--- src/rtl/i2a_pkg.sv ---
// ----------------------------------------------------------------------------
// i2a_pkg
// Shared types, constants and helpers for the integer to ASCII formatter.
// ----------------------------------------------------------------------------
package i2a_pkg;

    // Number of decimal digit stages and size of the character line
    localparam int NDIG = 10;
    localparam int NBUF = 11;

    typedef logic [7:0] t_char;
    typedef logic [3:0] t_idx;

    // Conversion kinds, carried on the input tuser
    typedef enum logic [2:0] {
        CMD_DEC_S16 = 3'd0,
        CMD_DEC_U16 = 3'd1,
        CMD_DEC_S32 = 3'd2,
        CMD_DEC_U32 = 3'd3,
        CMD_HEX_LO  = 3'd4,
        CMD_HEX_UP  = 3'd5,
        CMD_PTR     = 3'd6,
        CMD_CHAR    = 3'd7
    } t_cmd;

    localparam t_char C_ZERO  = 8'h30;
    localparam t_char C_MINUS = 8'h2D;
    localparam t_char C_UP_A  = 8'h41;
    localparam t_char C_LO_A  = 8'h61;

    // Slot of the final character in the line
    localparam t_idx C_LAST_IDX = t_idx'(NBUF - 1);

    // First slot for the fixed-length kinds
    localparam t_idx C_FIRST_HEX4 = t_idx'(NBUF - 4);
    localparam t_idx C_FIRST_HEX2 = t_idx'(NBUF - 2);
    localparam t_idx C_FIRST_PTR  = t_idx'(NBUF - 5);
    localparam t_idx C_FIRST_CHAR = t_idx'(NBUF - 1);

    // Powers of ten, most significant digit first
    localparam logic [31:0] C_POW10 [NDIG] = '{
        32'd1000000000, 32'd100000000, 32'd10000000, 32'd1000000, 32'd100000,
        32'd10000, 32'd1000, 32'd100, 32'd10, 32'd1
    };

    // Context that rides along the digit pipeline
    typedef struct packed {
        logic           is_dec;
        logic           neg;
        t_char [4:0]    fix;        // fix[0] is the final character
        t_idx           fix_first;
    } t_ctx;

    // One digit pipeline stage
    typedef struct packed {
        t_ctx           ctx;
        logic [31:0]    mag;
        logic [4*NDIG-1:0] digs;    // digits shifted in, most significant first
    } t_dstage;

    // Finished character line handed to the serializer
    typedef struct packed {
        t_char [NBUF-1:0] chars;
        t_idx             first;
    } t_line;

    function automatic t_char hex_char(input logic [3:0] nib, input logic upper);
        t_char base;
        base = upper ? C_UP_A : C_LO_A;
        if (nib < 4'd10) begin
            return C_ZERO + {4'b0, nib};
        end
        return base + {4'b0, nib} - 8'd10;
    endfunction

endpackage

--- src/rtl/i2a_prep.sv ---
// ----------------------------------------------------------------------------
// i2a_prep
// Entry stage: decodes the request, forms the decimal magnitude and sign,
// and builds the characters of the fixed-length kinds.
// ----------------------------------------------------------------------------
module i2a_prep (
    input  logic                i_clk,
    input  logic                i_rst_n,
    input  logic                i_valid,
    output logic                o_ready,
    input  i2a_pkg::t_cmd       i_cmd,
    input  logic [31:0]         i_value,
    input  logic [3:0]          i_width,
    input  logic                i_out_en,
    output logic                o_valid,
    output i2a_pkg::t_dstage    o_st,
    input  logic                i_ready
);

    logic               r_v;
    i2a_pkg::t_dstage   r_st;
    i2a_pkg::t_dstage   n_st;
    logic               w_take;
    logic [15:0]        w_neg16;
    logic               w_wide;

    assign o_ready = !r_v || i_ready;
    // drop the beat when output is disabled
    assign w_take  = i_valid && i_out_en;
    assign w_neg16 = 16'd0 - i_value[15:0];
    assign w_wide  = (i_width == 4'd0) || (i_width == 4'd4);

    // decode the request
    always_comb begin
        n_st               = '0;
        n_st.ctx.fix_first = i2a_pkg::C_LAST_IDX;
        case (i_cmd)
            i2a_pkg::CMD_DEC_S16: begin
                n_st.ctx.is_dec = 1'b1;
                n_st.ctx.neg    = i_value[15];
                n_st.mag        = i_value[15] ? {16'd0, w_neg16} : {16'd0, i_value[15:0]};
            end
            i2a_pkg::CMD_DEC_U16: begin
                n_st.ctx.is_dec = 1'b1;
                n_st.mag        = {16'd0, i_value[15:0]};
            end
            i2a_pkg::CMD_DEC_S32: begin
                n_st.ctx.is_dec = 1'b1;
                n_st.ctx.neg    = i_value[31];
                n_st.mag        = i_value[31] ? (32'd0 - i_value) : i_value;
            end
            i2a_pkg::CMD_DEC_U32: begin
                n_st.ctx.is_dec = 1'b1;
                n_st.mag        = i_value;
            end
            i2a_pkg::CMD_HEX_LO, i2a_pkg::CMD_HEX_UP: begin
                n_st.ctx.fix[0] = i2a_pkg::hex_char(i_value[3:0],
                                                    i_cmd == i2a_pkg::CMD_HEX_UP);
                n_st.ctx.fix[1] = i2a_pkg::hex_char(i_value[7:4],
                                                    i_cmd == i2a_pkg::CMD_HEX_UP);
                n_st.ctx.fix[2] = i2a_pkg::hex_char(i_value[11:8],
                                                    i_cmd == i2a_pkg::CMD_HEX_UP);
                n_st.ctx.fix[3] = i2a_pkg::hex_char(i_value[15:12],
                                                    i_cmd == i2a_pkg::CMD_HEX_UP);
                n_st.ctx.fix_first = w_wide ? i2a_pkg::C_FIRST_HEX4
                                            : i2a_pkg::C_FIRST_HEX2;
            end
            i2a_pkg::CMD_PTR: begin
                n_st.ctx.fix[0]    = i2a_pkg::hex_char(i_value[3:0], 1'b1);
                n_st.ctx.fix[1]    = i2a_pkg::hex_char(i_value[7:4], 1'b1);
                n_st.ctx.fix[2]    = i2a_pkg::hex_char(i_value[11:8], 1'b1);
                n_st.ctx.fix[3]    = i2a_pkg::hex_char(i_value[15:12], 1'b1);
                n_st.ctx.fix[4]    = i2a_pkg::hex_char(i_value[19:16], 1'b1);
                n_st.ctx.fix_first = i2a_pkg::C_FIRST_PTR;
            end
            i2a_pkg::CMD_CHAR: begin
                n_st.ctx.fix[0]    = i_value[7:0];
                n_st.ctx.fix_first = i2a_pkg::C_FIRST_CHAR;
            end
            default: begin
                n_st.ctx.fix[0]    = i_value[7:0];
                n_st.ctx.fix_first = i2a_pkg::C_FIRST_CHAR;
            end
        endcase
    end

    // hold while the next stage stalls
    always_ff @(posedge i_clk) begin
        if (!i_rst_n) begin
            r_v <= 1'b0;
        end else if (o_ready) begin
            r_v <= w_take;
        end
    end

    always_ff @(posedge i_clk) begin
        if (o_ready && w_take) begin
            r_st <= n_st;
        end
    end

    assign o_valid = r_v;
    assign o_st    = r_st;

endmodule

--- src/rtl/i2a_digits.sv ---
// ----------------------------------------------------------------------------
// i2a_digits
// Decimal digit pipeline: one register stage per power of ten, each stage
// finds its digit by comparing against the nine multiples and subtracting.
// ----------------------------------------------------------------------------
module i2a_digits (
    input  logic                i_clk,
    input  logic                i_rst_n,
    input  logic                i_valid,
    output logic                o_ready,
    input  i2a_pkg::t_dstage    i_st,
    output logic                o_valid,
    output i2a_pkg::t_dstage    o_st,
    input  logic                i_ready
);

    logic               r_v   [i2a_pkg::NDIG];
    i2a_pkg::t_dstage   r_st  [i2a_pkg::NDIG];
    i2a_pkg::t_dstage   n_st  [i2a_pkg::NDIG];
    i2a_pkg::t_dstage   w_in  [i2a_pkg::NDIG];
    logic               w_vin [i2a_pkg::NDIG];
    logic               w_rdy [i2a_pkg::NDIG+1];

    assign w_rdy[i2a_pkg::NDIG] = i_ready;
    assign w_in[0]              = i_st;
    assign w_vin[0]             = i_valid;

    for (genvar j = 0; j < i2a_pkg::NDIG; j++) begin : g_stage
        logic [8:0]  w_ge;
        logic [31:0] w_sub;
        logic [3:0]  w_dig;

        if (j > 0) begin : g_link
            assign w_in[j]  = r_st[j-1];
            assign w_vin[j] = r_v[j-1];
        end

        // collapse bubbles: a stage advances when empty or drained
        assign w_rdy[j] = !r_v[j] || w_rdy[j+1];

        // compare against every multiple of this power of ten
        always_comb begin
            w_sub = '0;
            for (int m = 1; m <= 9; m++) begin
                w_ge[m-1] = {2'b00, w_in[j].mag} >=
                            (34'(m) * {2'b00, i2a_pkg::C_POW10[j]});
                if (w_ge[m-1]) begin
                    w_sub = 32'(34'(m) * {2'b00, i2a_pkg::C_POW10[j]});
                end
            end
            w_dig = 4'($countones(w_ge));
        end

        // remove this digit and shift it in
        always_comb begin
            n_st[j]      = w_in[j];
            n_st[j].mag  = w_in[j].mag - w_sub;
            n_st[j].digs = {w_in[j].digs[4*i2a_pkg::NDIG-5:0], w_dig};
        end

        always_ff @(posedge i_clk) begin
            if (!i_rst_n) begin
                r_v[j] <= 1'b0;
            end else if (w_rdy[j]) begin
                r_v[j] <= w_vin[j];
            end
        end

        always_ff @(posedge i_clk) begin
            if (w_rdy[j] && w_vin[j]) begin
                r_st[j] <= n_st[j];
            end
        end
    end

    assign o_ready = w_rdy[0];
    assign o_valid = r_v[i2a_pkg::NDIG-1];
    assign o_st    = r_st[i2a_pkg::NDIG-1];

endmodule

--- src/rtl/i2a_pack.sv ---
// ----------------------------------------------------------------------------
// i2a_pack
// Line builder: suppresses leading zeros, places the minus sign, and lays
// out the character line with the final character in the last slot.
// ----------------------------------------------------------------------------
module i2a_pack (
    input  logic                i_clk,
    input  logic                i_rst_n,
    input  logic                i_valid,
    output logic                o_ready,
    input  i2a_pkg::t_dstage    i_st,
    output logic                o_valid,
    output i2a_pkg::t_line      o_line,
    input  logic                i_ready
);

    logic               r_v;
    i2a_pkg::t_line     r_line;
    i2a_pkg::t_line     n_line;
    i2a_pkg::t_idx      w_lead;
    logic [3:0]         w_dig [i2a_pkg::NDIG];

    assign o_ready = !r_v || i_ready;

    // split the digits, most significant first
    always_comb begin
        for (int k = 0; k < i2a_pkg::NDIG; k++) begin
            w_dig[k] = i_st.digs[4*(i2a_pkg::NDIG-1-k) +: 4];
        end
    end

    // find the first nonzero digit; the units digit always stays
    always_comb begin
        w_lead = i2a_pkg::t_idx'(i2a_pkg::NDIG - 1);
        for (int k = i2a_pkg::NDIG - 1; k >= 0; k--) begin
            if (w_dig[k] != 4'd0) begin
                w_lead = i2a_pkg::t_idx'(k);
            end
        end
    end

    // lay out the line
    always_comb begin
        n_line = '0;
        if (i_st.ctx.is_dec) begin
            n_line.chars[0] = i2a_pkg::C_MINUS;
            for (int k = 1; k < i2a_pkg::NBUF; k++) begin
                n_line.chars[k] = i2a_pkg::C_ZERO | {4'b0, w_dig[k-1]};
                if (i_st.ctx.neg && (i2a_pkg::t_idx'(k) == w_lead)) begin
                    n_line.chars[k] = i2a_pkg::C_MINUS;
                end
            end
            n_line.first = i_st.ctx.neg ? w_lead : (w_lead + 4'd1);
        end else begin
            for (int k = 0; k < 5; k++) begin
                n_line.chars[i2a_pkg::NBUF-1-k] = i_st.ctx.fix[k];
            end
            n_line.first = i_st.ctx.fix_first;
        end
    end

    always_ff @(posedge i_clk) begin
        if (!i_rst_n) begin
            r_v <= 1'b0;
        end else if (o_ready) begin
            r_v <= i_valid;
        end
    end

    always_ff @(posedge i_clk) begin
        if (o_ready && i_valid) begin
            r_line <= n_line;
        end
    end

    assign o_valid = r_v;
    assign o_line  = r_line;

endmodule

--- src/rtl/i2a_ser.sv ---
// ----------------------------------------------------------------------------
// i2a_ser
// Output serializer: walks one character line from its first slot to the
// last, one beat per character, and loads the next line on the final beat.
// ----------------------------------------------------------------------------
module i2a_ser (
    input  logic                i_clk,
    input  logic                i_rst_n,
    input  logic                i_valid,
    output logic                o_ready,
    input  i2a_pkg::t_line      i_line,
    output logic                o_tvalid,
    input  logic                i_tready,
    output i2a_pkg::t_char      o_ch,
    output logic                o_last
);

    logic                       r_busy;
    i2a_pkg::t_idx              r_idx;
    i2a_pkg::t_char [i2a_pkg::NBUF-1:0] r_chars;
    logic                       w_last;
    logic                       w_load;

    assign w_last  = (r_idx == i2a_pkg::C_LAST_IDX);
    assign o_ready = !r_busy || (i_tready && w_last);
    assign w_load  = o_ready && i_valid;

    // advance through the line, reload on the final beat
    always_ff @(posedge i_clk) begin
        if (!i_rst_n) begin
            r_busy <= 1'b0;
            r_idx  <= i2a_pkg::C_LAST_IDX;
        end else if (w_load) begin
            r_busy <= 1'b1;
            r_idx  <= i_line.first;
        end else if (r_busy && i_tready) begin
            if (w_last) begin
                r_busy <= 1'b0;
            end else begin
                r_idx <= r_idx + 4'd1;
            end
        end
    end

    always_ff @(posedge i_clk) begin
        if (w_load) begin
            r_chars <= i_line.chars;
        end
    end

    assign o_tvalid = r_busy;
    assign o_ch     = r_chars[r_idx];
    assign o_last   = w_last;

    // the beat index never runs past the final slot
    a_idx_range: assert property (@(posedge i_clk) disable iff (!i_rst_n)
        r_busy |-> (r_idx <= i2a_pkg::C_LAST_IDX))
        else $error("serializer index beyond final slot");

    // a loaded line starts inside the line
    a_first_range: assert property (@(posedge i_clk) disable iff (!i_rst_n)
        w_load |-> (i_line.first <= i2a_pkg::C_LAST_IDX))
        else $error("line start beyond final slot");

    // a stalled beat keeps its slot
    a_stall_hold: assert property (@(posedge i_clk) disable iff (!i_rst_n)
        (r_busy && !i_tready) |=> (r_busy && (r_idx == $past(r_idx))))
        else $error("serializer moved during stall");

    // index steps by one between beats of the same line
    a_step: assert property (@(posedge i_clk) disable iff (!i_rst_n)
        (r_busy && i_tready && !w_last) |=> (r_idx == $past(r_idx) + 4'd1))
        else $error("serializer skipped a character");

endmodule

--- src/rtl/integer_to_ascii_formatter.sv ---
// ----------------------------------------------------------------------------
// integer_to_ascii_formatter
// Turns one integer conversion request into a stream of ASCII characters.
// ----------------------------------------------------------------------------
// Usage:
//   Requests arrive on the s_axis channel: tuser carries the conversion kind,
//   tdata the 32-bit operand and the width digit. Characters leave on the
//   m_axis channel one per beat, with tlast on the final character of each
//   conversion. i_cfg_we/i_cfg_wdata write the output enable; while it is
//   low, accepted requests are dropped and produce no beats.
// Pipeline and throughput:
//   One decode stage, ten digit stages (one per power of ten) and one
//   line-builder stage feed the serializer. A request occupies the output
//   for one beat per character (1 to 11 characters); the serializer sends
//   one character per cycle while m_axis_tready is high. Up to 13 requests
//   are in flight at once.
// Reset and stall:
//   Reset empties the pipeline and clears the output enable. When the
//   receiver holds m_axis_tready low, the current character holds, the
//   stages fill up behind it and s_axis_tready drops; nothing is lost.
// ----------------------------------------------------------------------------
module integer_to_ascii_formatter (
    input  logic        i_clk,
    input  logic        i_rst_n,
    input  logic        i_cfg_we,
    input  logic        i_cfg_wdata,
    input  logic        s_axis_tvalid,
    output logic        s_axis_tready,
    input  logic [39:0] s_axis_tdata,   // [31:0] value, [35:32] width, [39:36] zero
    input  logic [2:0]  s_axis_tuser,   // [2:0] cmd
    output logic        m_axis_tvalid,
    input  logic        m_axis_tready,
    output logic [7:0]  m_axis_tdata,   // [7:0] ch
    output logic        m_axis_tlast
);

    logic               r_out_en;
    logic               w_p_valid;
    logic               w_p_ready;
    i2a_pkg::t_dstage   w_p_st;
    logic               w_d_valid;
    logic               w_d_ready;
    i2a_pkg::t_dstage   w_d_st;
    logic               w_l_valid;
    logic               w_l_ready;
    i2a_pkg::t_line     w_line;

    // output enable register
    always_ff @(posedge i_clk) begin
        if (!i_rst_n) begin
            r_out_en <= 1'b0;
        end else if (i_cfg_we) begin
            r_out_en <= i_cfg_wdata;
        end
    end

    i2a_prep u_prep (
        .i_clk    (i_clk),
        .i_rst_n  (i_rst_n),
        .i_valid  (s_axis_tvalid),
        .o_ready  (s_axis_tready),
        .i_cmd    (i2a_pkg::t_cmd'(s_axis_tuser)),
        .i_value  (s_axis_tdata[31:0]),
        .i_width  (s_axis_tdata[35:32]),
        .i_out_en (r_out_en),
        .o_valid  (w_p_valid),
        .o_st     (w_p_st),
        .i_ready  (w_p_ready)
    );

    i2a_digits u_digits (
        .i_clk    (i_clk),
        .i_rst_n  (i_rst_n),
        .i_valid  (w_p_valid),
        .o_ready  (w_p_ready),
        .i_st     (w_p_st),
        .o_valid  (w_d_valid),
        .o_st     (w_d_st),
        .i_ready  (w_d_ready)
    );

    i2a_pack u_pack (
        .i_clk    (i_clk),
        .i_rst_n  (i_rst_n),
        .i_valid  (w_d_valid),
        .o_ready  (w_d_ready),
        .i_st     (w_d_st),
        .o_valid  (w_l_valid),
        .o_line   (w_line),
        .i_ready  (w_l_ready)
    );

    i2a_ser u_ser (
        .i_clk    (i_clk),
        .i_rst_n  (i_rst_n),
        .i_valid  (w_l_valid),
        .o_ready  (w_l_ready),
        .i_line   (w_line),
        .o_tvalid (m_axis_tvalid),
        .i_tready (m_axis_tready),
        .o_ch     (m_axis_tdata),
        .o_last   (m_axis_tlast)
    );

endmodule
--- config.mk ---
export PLATFORM = sky130hd
export DESIGN_NAME = integer_to_ascii_formatter
export DESIGN_NICKNAME = d
export VERILOG_FILES = /design/src/rtl/i2a_pkg.sv /design/src/rtl/i2a_prep.sv /design/src/rtl/i2a_digits.sv /design/src/rtl/i2a_pack.sv /design/src/rtl/i2a_ser.sv /design/src/rtl/integer_to_ascii_formatter.sv
export SDC_FILE = /design/constraint.sdc
export NUM_CORES = 2
export LEC_CHECK = 0
export BUFFER_PORTS_ARGS = -buffer_cell sky130_fd_sc_hd__buf_2
export CORE_ASPECT_RATIO = 0.8
export CORE_MARGIN = 3
export CORE_UTILIZATION = 45
export DETAILED_ROUTE_END_ITERATION = 6
export GPL_TIMING_DRIVEN = 0
export PLACE_DENSITY_LB_ADDON = 0.15
export SLEW_MARGIN = 20
export SYNTH_ARGS = -nofsm -noshare
export SYNTH_HDL_FRONTEND = slang
export SYNTH_SLANG_ARGS = --single-unit
export TNS_END_PERCENT = 50
--- constraint.sdc ---
create_clock -name i_clk -period 14.8 [get_ports i_clk]
set_input_delay 2.96 -clock i_clk [delete_from_list [all_inputs] [get_ports i_clk]]
set_output_delay 2.96 -clock i_clk [all_outputs]
set_load 0.02 [all_outputs]
==> summary.md <==
| Metric | Value |
|---|---|
| Via/cell ratio | `between 5 and 6` |
| Share of layout cells above drive strength 1 | `about 7.7%` |
| Boundary Pins | `60` |
| Crit path arrival time | `around 5500 ps` |
| Drt total wl | `~100 mm` |
| Final Cycle Share | `between 50% and 60%` |
| Max Clk Rate | `~120 MHz` |
| Main combinational cell family by area after synthesis | `simple AND/OR/NAND/NOR gates` |
| Headroom to the max-slew limit | `between 20 and 30%` |
| Overflow after GRT | `0` |
| Comb power frac | `2.3%` |
| Ys flop type | `edfxtp_1` |
| Slowest Stage Delay on Critical Path | `approximately 440 ps` |
| Initial antenna violation count | `1` |
| Netlist Area Pre-Place | `roughly 0.052 mm2` |
| PortBufs | `47` |
| First-pass DRT Iterations | `6` |
| Die Y | `between 300 and 400 um` |
| Min Tclk post-route | `approximately 8500 ps` |
| Routed length per instance | `17.7 um` |
| NetSw | `around 0.0013 W` |
| Avg Cell Area, Syn | `around 13 um2` |
| Starting Density | `between 40% and 50%` |
| WP data required | `approximately 12000 ps` |
| Post-Synthesis Cells | `just under 4000` |
| FP Rows | `about 110` |
| Max FO, Critical Path | `7` |
| PwrDens | `110 mW/mm2` |
| Yosys Warn Count | `0` |
| Delay-heaviest family, CP | `simple AND/OR/NAND/NOR gates` |
| TNS Setup | `0 ps` |
| Fin. Hold Viols | `0` |
| Worst-case clock buffer depth | `3` |
| Sequential share of power | `54.2%` |
| Post-CTS Setup Bufs | `0` |
| Crit path cell chain | `buf_2 > inv_1 > o211a_1 > and4_1 > clkbuf_1 > and4_1 > and3_1 > and3_1 > nand2_1 > buf_2` |
| Dpl hpwl | `74.7 mm` |
| Area added between synthesis and finish | `13.1%` |
| Core Util, Final | `~50%` |
| Yosys cell types | `between 80 and 90` |
| Kind of critical path | `primary input to primary output` |
| Tightest Pin Transition | `between 1000 and 1500 ps` |
| CTS Sinks | `1140` |
| N_diodes | `0` |
| Vias in the first global route | `29200` |
| Hold Slack | `approximately 380 ps` |
| Clock Skew | `just over 60 ps` |
| Kind of end point of the critical path | `primary output` |
| Worst path bufs/invs | `4` |
| Worst hold path type | `flip-flop to flip-flop` |
| Later-pin clock latency in the skew report | `about 710 ps` |
| Max-slew violation count | `0` |
| Post-Synth Simple-Gate Area | `between 10 and 15%` |
| Synth Register Bits | `between 1000 and 1500` |
| DRT antenna net count | `0` |
| Via count | `~30000` |
| Largest net degree at the start of global routing | `56` |
| Clock slew at reported path FFs | `60 ps` |
| First-pass GRT wire length | `164 mm` |
| MaxCap Viol Count | `0` |
| Sw Ratio | `roughly 20%` |
| Int Pwr | `about 0.0052 W` |
| CTS tree | `yes` |
| RePlAce Congestion | `0.878` |
| Core area | `0.115 mm2` |
| Ys async rst share | `0%` |
| Total GRT Usage | `~17%` |
| Die width | `between 300 and 400 um` |
| H-tree Lvls | `3` |
| Static leakage | `roughly 20 nW` |
| Post_cts resized | `0` |
| Adder-Cell Fraction of Synth Area | `7.63%` |
| Type of origin of the critical path | `primary input` |
| Total die area | `roughly 0.12 mm2` |
| Synth Area in Compound Gates | `a little under a tenth` |
| Clock root cell | `clkbuf_16` |
| Synth Area in XOR/XNOR | `under 10%` |
| Status | `complete, no violations` |
| Unrepaired setup endpoints after global routing | `no` |
| CP max stage cell | `and3_1` |
| Syn nets | `4215` |
| Clk network pwr share | `between 40% and 50%` |
| Hold-fix buffer count after cts | `0` |
| DP Area | `~0.055 mm2` |
| Mux contribution to synthesized area | `less than 1%` |
| Sequential share of the synthesized area | `between 60% and 70%` |
| VDD IR max | `about 0.00012 V` |
| Drt initial violations | `2311` |
| Final #Nets | `about 4400` |
| Detailed-route DRC error count | `0` |
| Post-Layout Inst Area | `0.0591 mm2` |
| Post-synth EDFFs | `approximately 1100` |
| # setup viols final | `0` |
| Num CTS Buffers | `108` |
logic make-up after synthesis:
kind of cell,count (synthesis)
fa+ha+maj,287
flops,1140
simple gates,1131
mux,27
xor+xnor,232
compound gates,770
buf+inv,299
layout make-up:
cell class,instances,area (um2)
timing repair buffer,83,1120
inverter,197,739
clock inverter,74,935
clock buffer,127,2800
multi-input combinational,2447,17100
tap,1525,1910
buffer,102,400
fill,9670,55700
sequential,1140,34100
metal layers:
metal | up-vias | part of all wire (%) | GRT usage, %
met5 | - | 0 | 0
met4 | 0 | 2.0 | 4.05
met3 | 145 | 4.4 | 2.54
met2 | 611 | 44 | 25.7
met1 | 14500 | 49 | 25.5
li1 | 15000 | - | -
final timing paths:
| check | start | end | depth (start not counted) | slack (ps) |
|---|---|---|---|---|
| worst max-delay path | m_axis_tready | s_axis_tready | 10 | 6340 |
| worst min-delay path | u_digits.r_st[6][108] | u_digits.r_st[7][108] | 0 | 380 |
| worst max register to register | u_digits.r_st[6][58] | u_digits.r_st[7][62] | 23 | 8410 |
| worst min register to register | u_digits.r_st[6][108] | u_digits.r_st[7][108] | 0 | 380 |
metrics by stage:
stage	std cells	setup WS, ps	power [W]
global placement	5458	-765	0.00375
CTS	5695	6370	0.00661
finish	5695	6340	0.00652
detailed placement	5494	6390	0.00375
global route	5695	6180	0.00676
floorplan	3886	3080	0.00370
worst reg2reg max path, stage by stage, from the launching register on:
cell and delay, ps:
edfxtp_1 440, or4_4 580, or4_4 450, or4_4 520
or4_4 490, buf_6 150, nor2_4 100, nand2_1 80
inv_1 110, ha_1 160, o21a_1 120, o21ai_1 70
nand2b_1 110, ha_1 160, inv_1 60, fa_1 390
a21o_1 170, a21oi_1 220, nor2b_1 80, o21a_1 190
o41ai_1 590, nand3_1 420, nor4_1 330, xor2_1 120
power by group through the flow:
stage	Clock, W	Sequential [W]	Combinational, W
floorplan	0	0.00360	0.000102
global placement	0	0.00361	0.000143
detailed placement	0	0.00360	0.000148
CTS	0.00293	0.00353	0.000149
global route	0.00306	0.00353	0.000167
finish	0.00284	0.00353	0.000149
state kept, by name, indices dropped and copies added, names as in the netlist:
signal          flops
r_out_en            1
u_digits.r_st     918
u_digits.r_v       10
u_pack.o_line      67
u_pack.o_valid      1
u_prep.o_st        74
u_prep.o_valid      1
u_ser.o_tvalid      1
u_ser.r_chars      63
u_ser.r_idx         4
layout by cell type, fill, tap and decap left out, drive strengths merged, types with 12 or more instances in the layout:
cell type  count
o21ai        196
nand4         30
or4           29
edfxtp      1131
a211o         12
o21a          60
ha           225
nor4          56
o21bai        19
nor2b         58
o22a          17
nor2         335
and2          39
nor3b         16
xor2         109
xnor2        123
nand2b        40
mux2i         19
o211ai        15
a21oi        190
fa            55
bufinv        16
clkinv        43
nand2        220
o31ai         27
buf           87
a21boi        20
nand3b        12
inv          203
a31oi         35
and3          30
nand3         69
a211oi        23
or2           26
nor3         104
clkbuf       224
a21o          50
or3           40
Yosys cell counts, types with 26 or more instances:
library cell | number | share of area, %
edfxtp_1 | 1131 | 65
nor2b_1 | 58 | 0.69
a21oi_1 | 190 | 1.8
fa_1 | 55 | 2.1
xor2_1 | 109 | 1.8
nor4_1 | 56 | 0.67
and2_1 | 37 | 0.44
clkbuf_1 | 96 | 0.69
and3_1 | 30 | 0.36
nand4_1 | 30 | 0.36
or2_2 | 26 | 0.31
or3_1 | 37 | 0.44
a31oi_1 | 34 | 0.41
nand3_1 | 69 | 0.66
inv_1 | 196 | 1.4
nand2_1 | 220 | 1.6
nor2_1 | 334 | 2.4
nand2b_1 | 40 | 0.48
ha_1 | 225 | 5.4
o21a_1 | 60 | 0.86
o21ai_0 | 187 | 1.8
nor3_1 | 103 | 0.99
o31ai_1 | 27 | 0.39
a21o_1 | 50 | 0.72
xnor2_1 | 123 | 2.1
(Power assumes the default switching activity.)
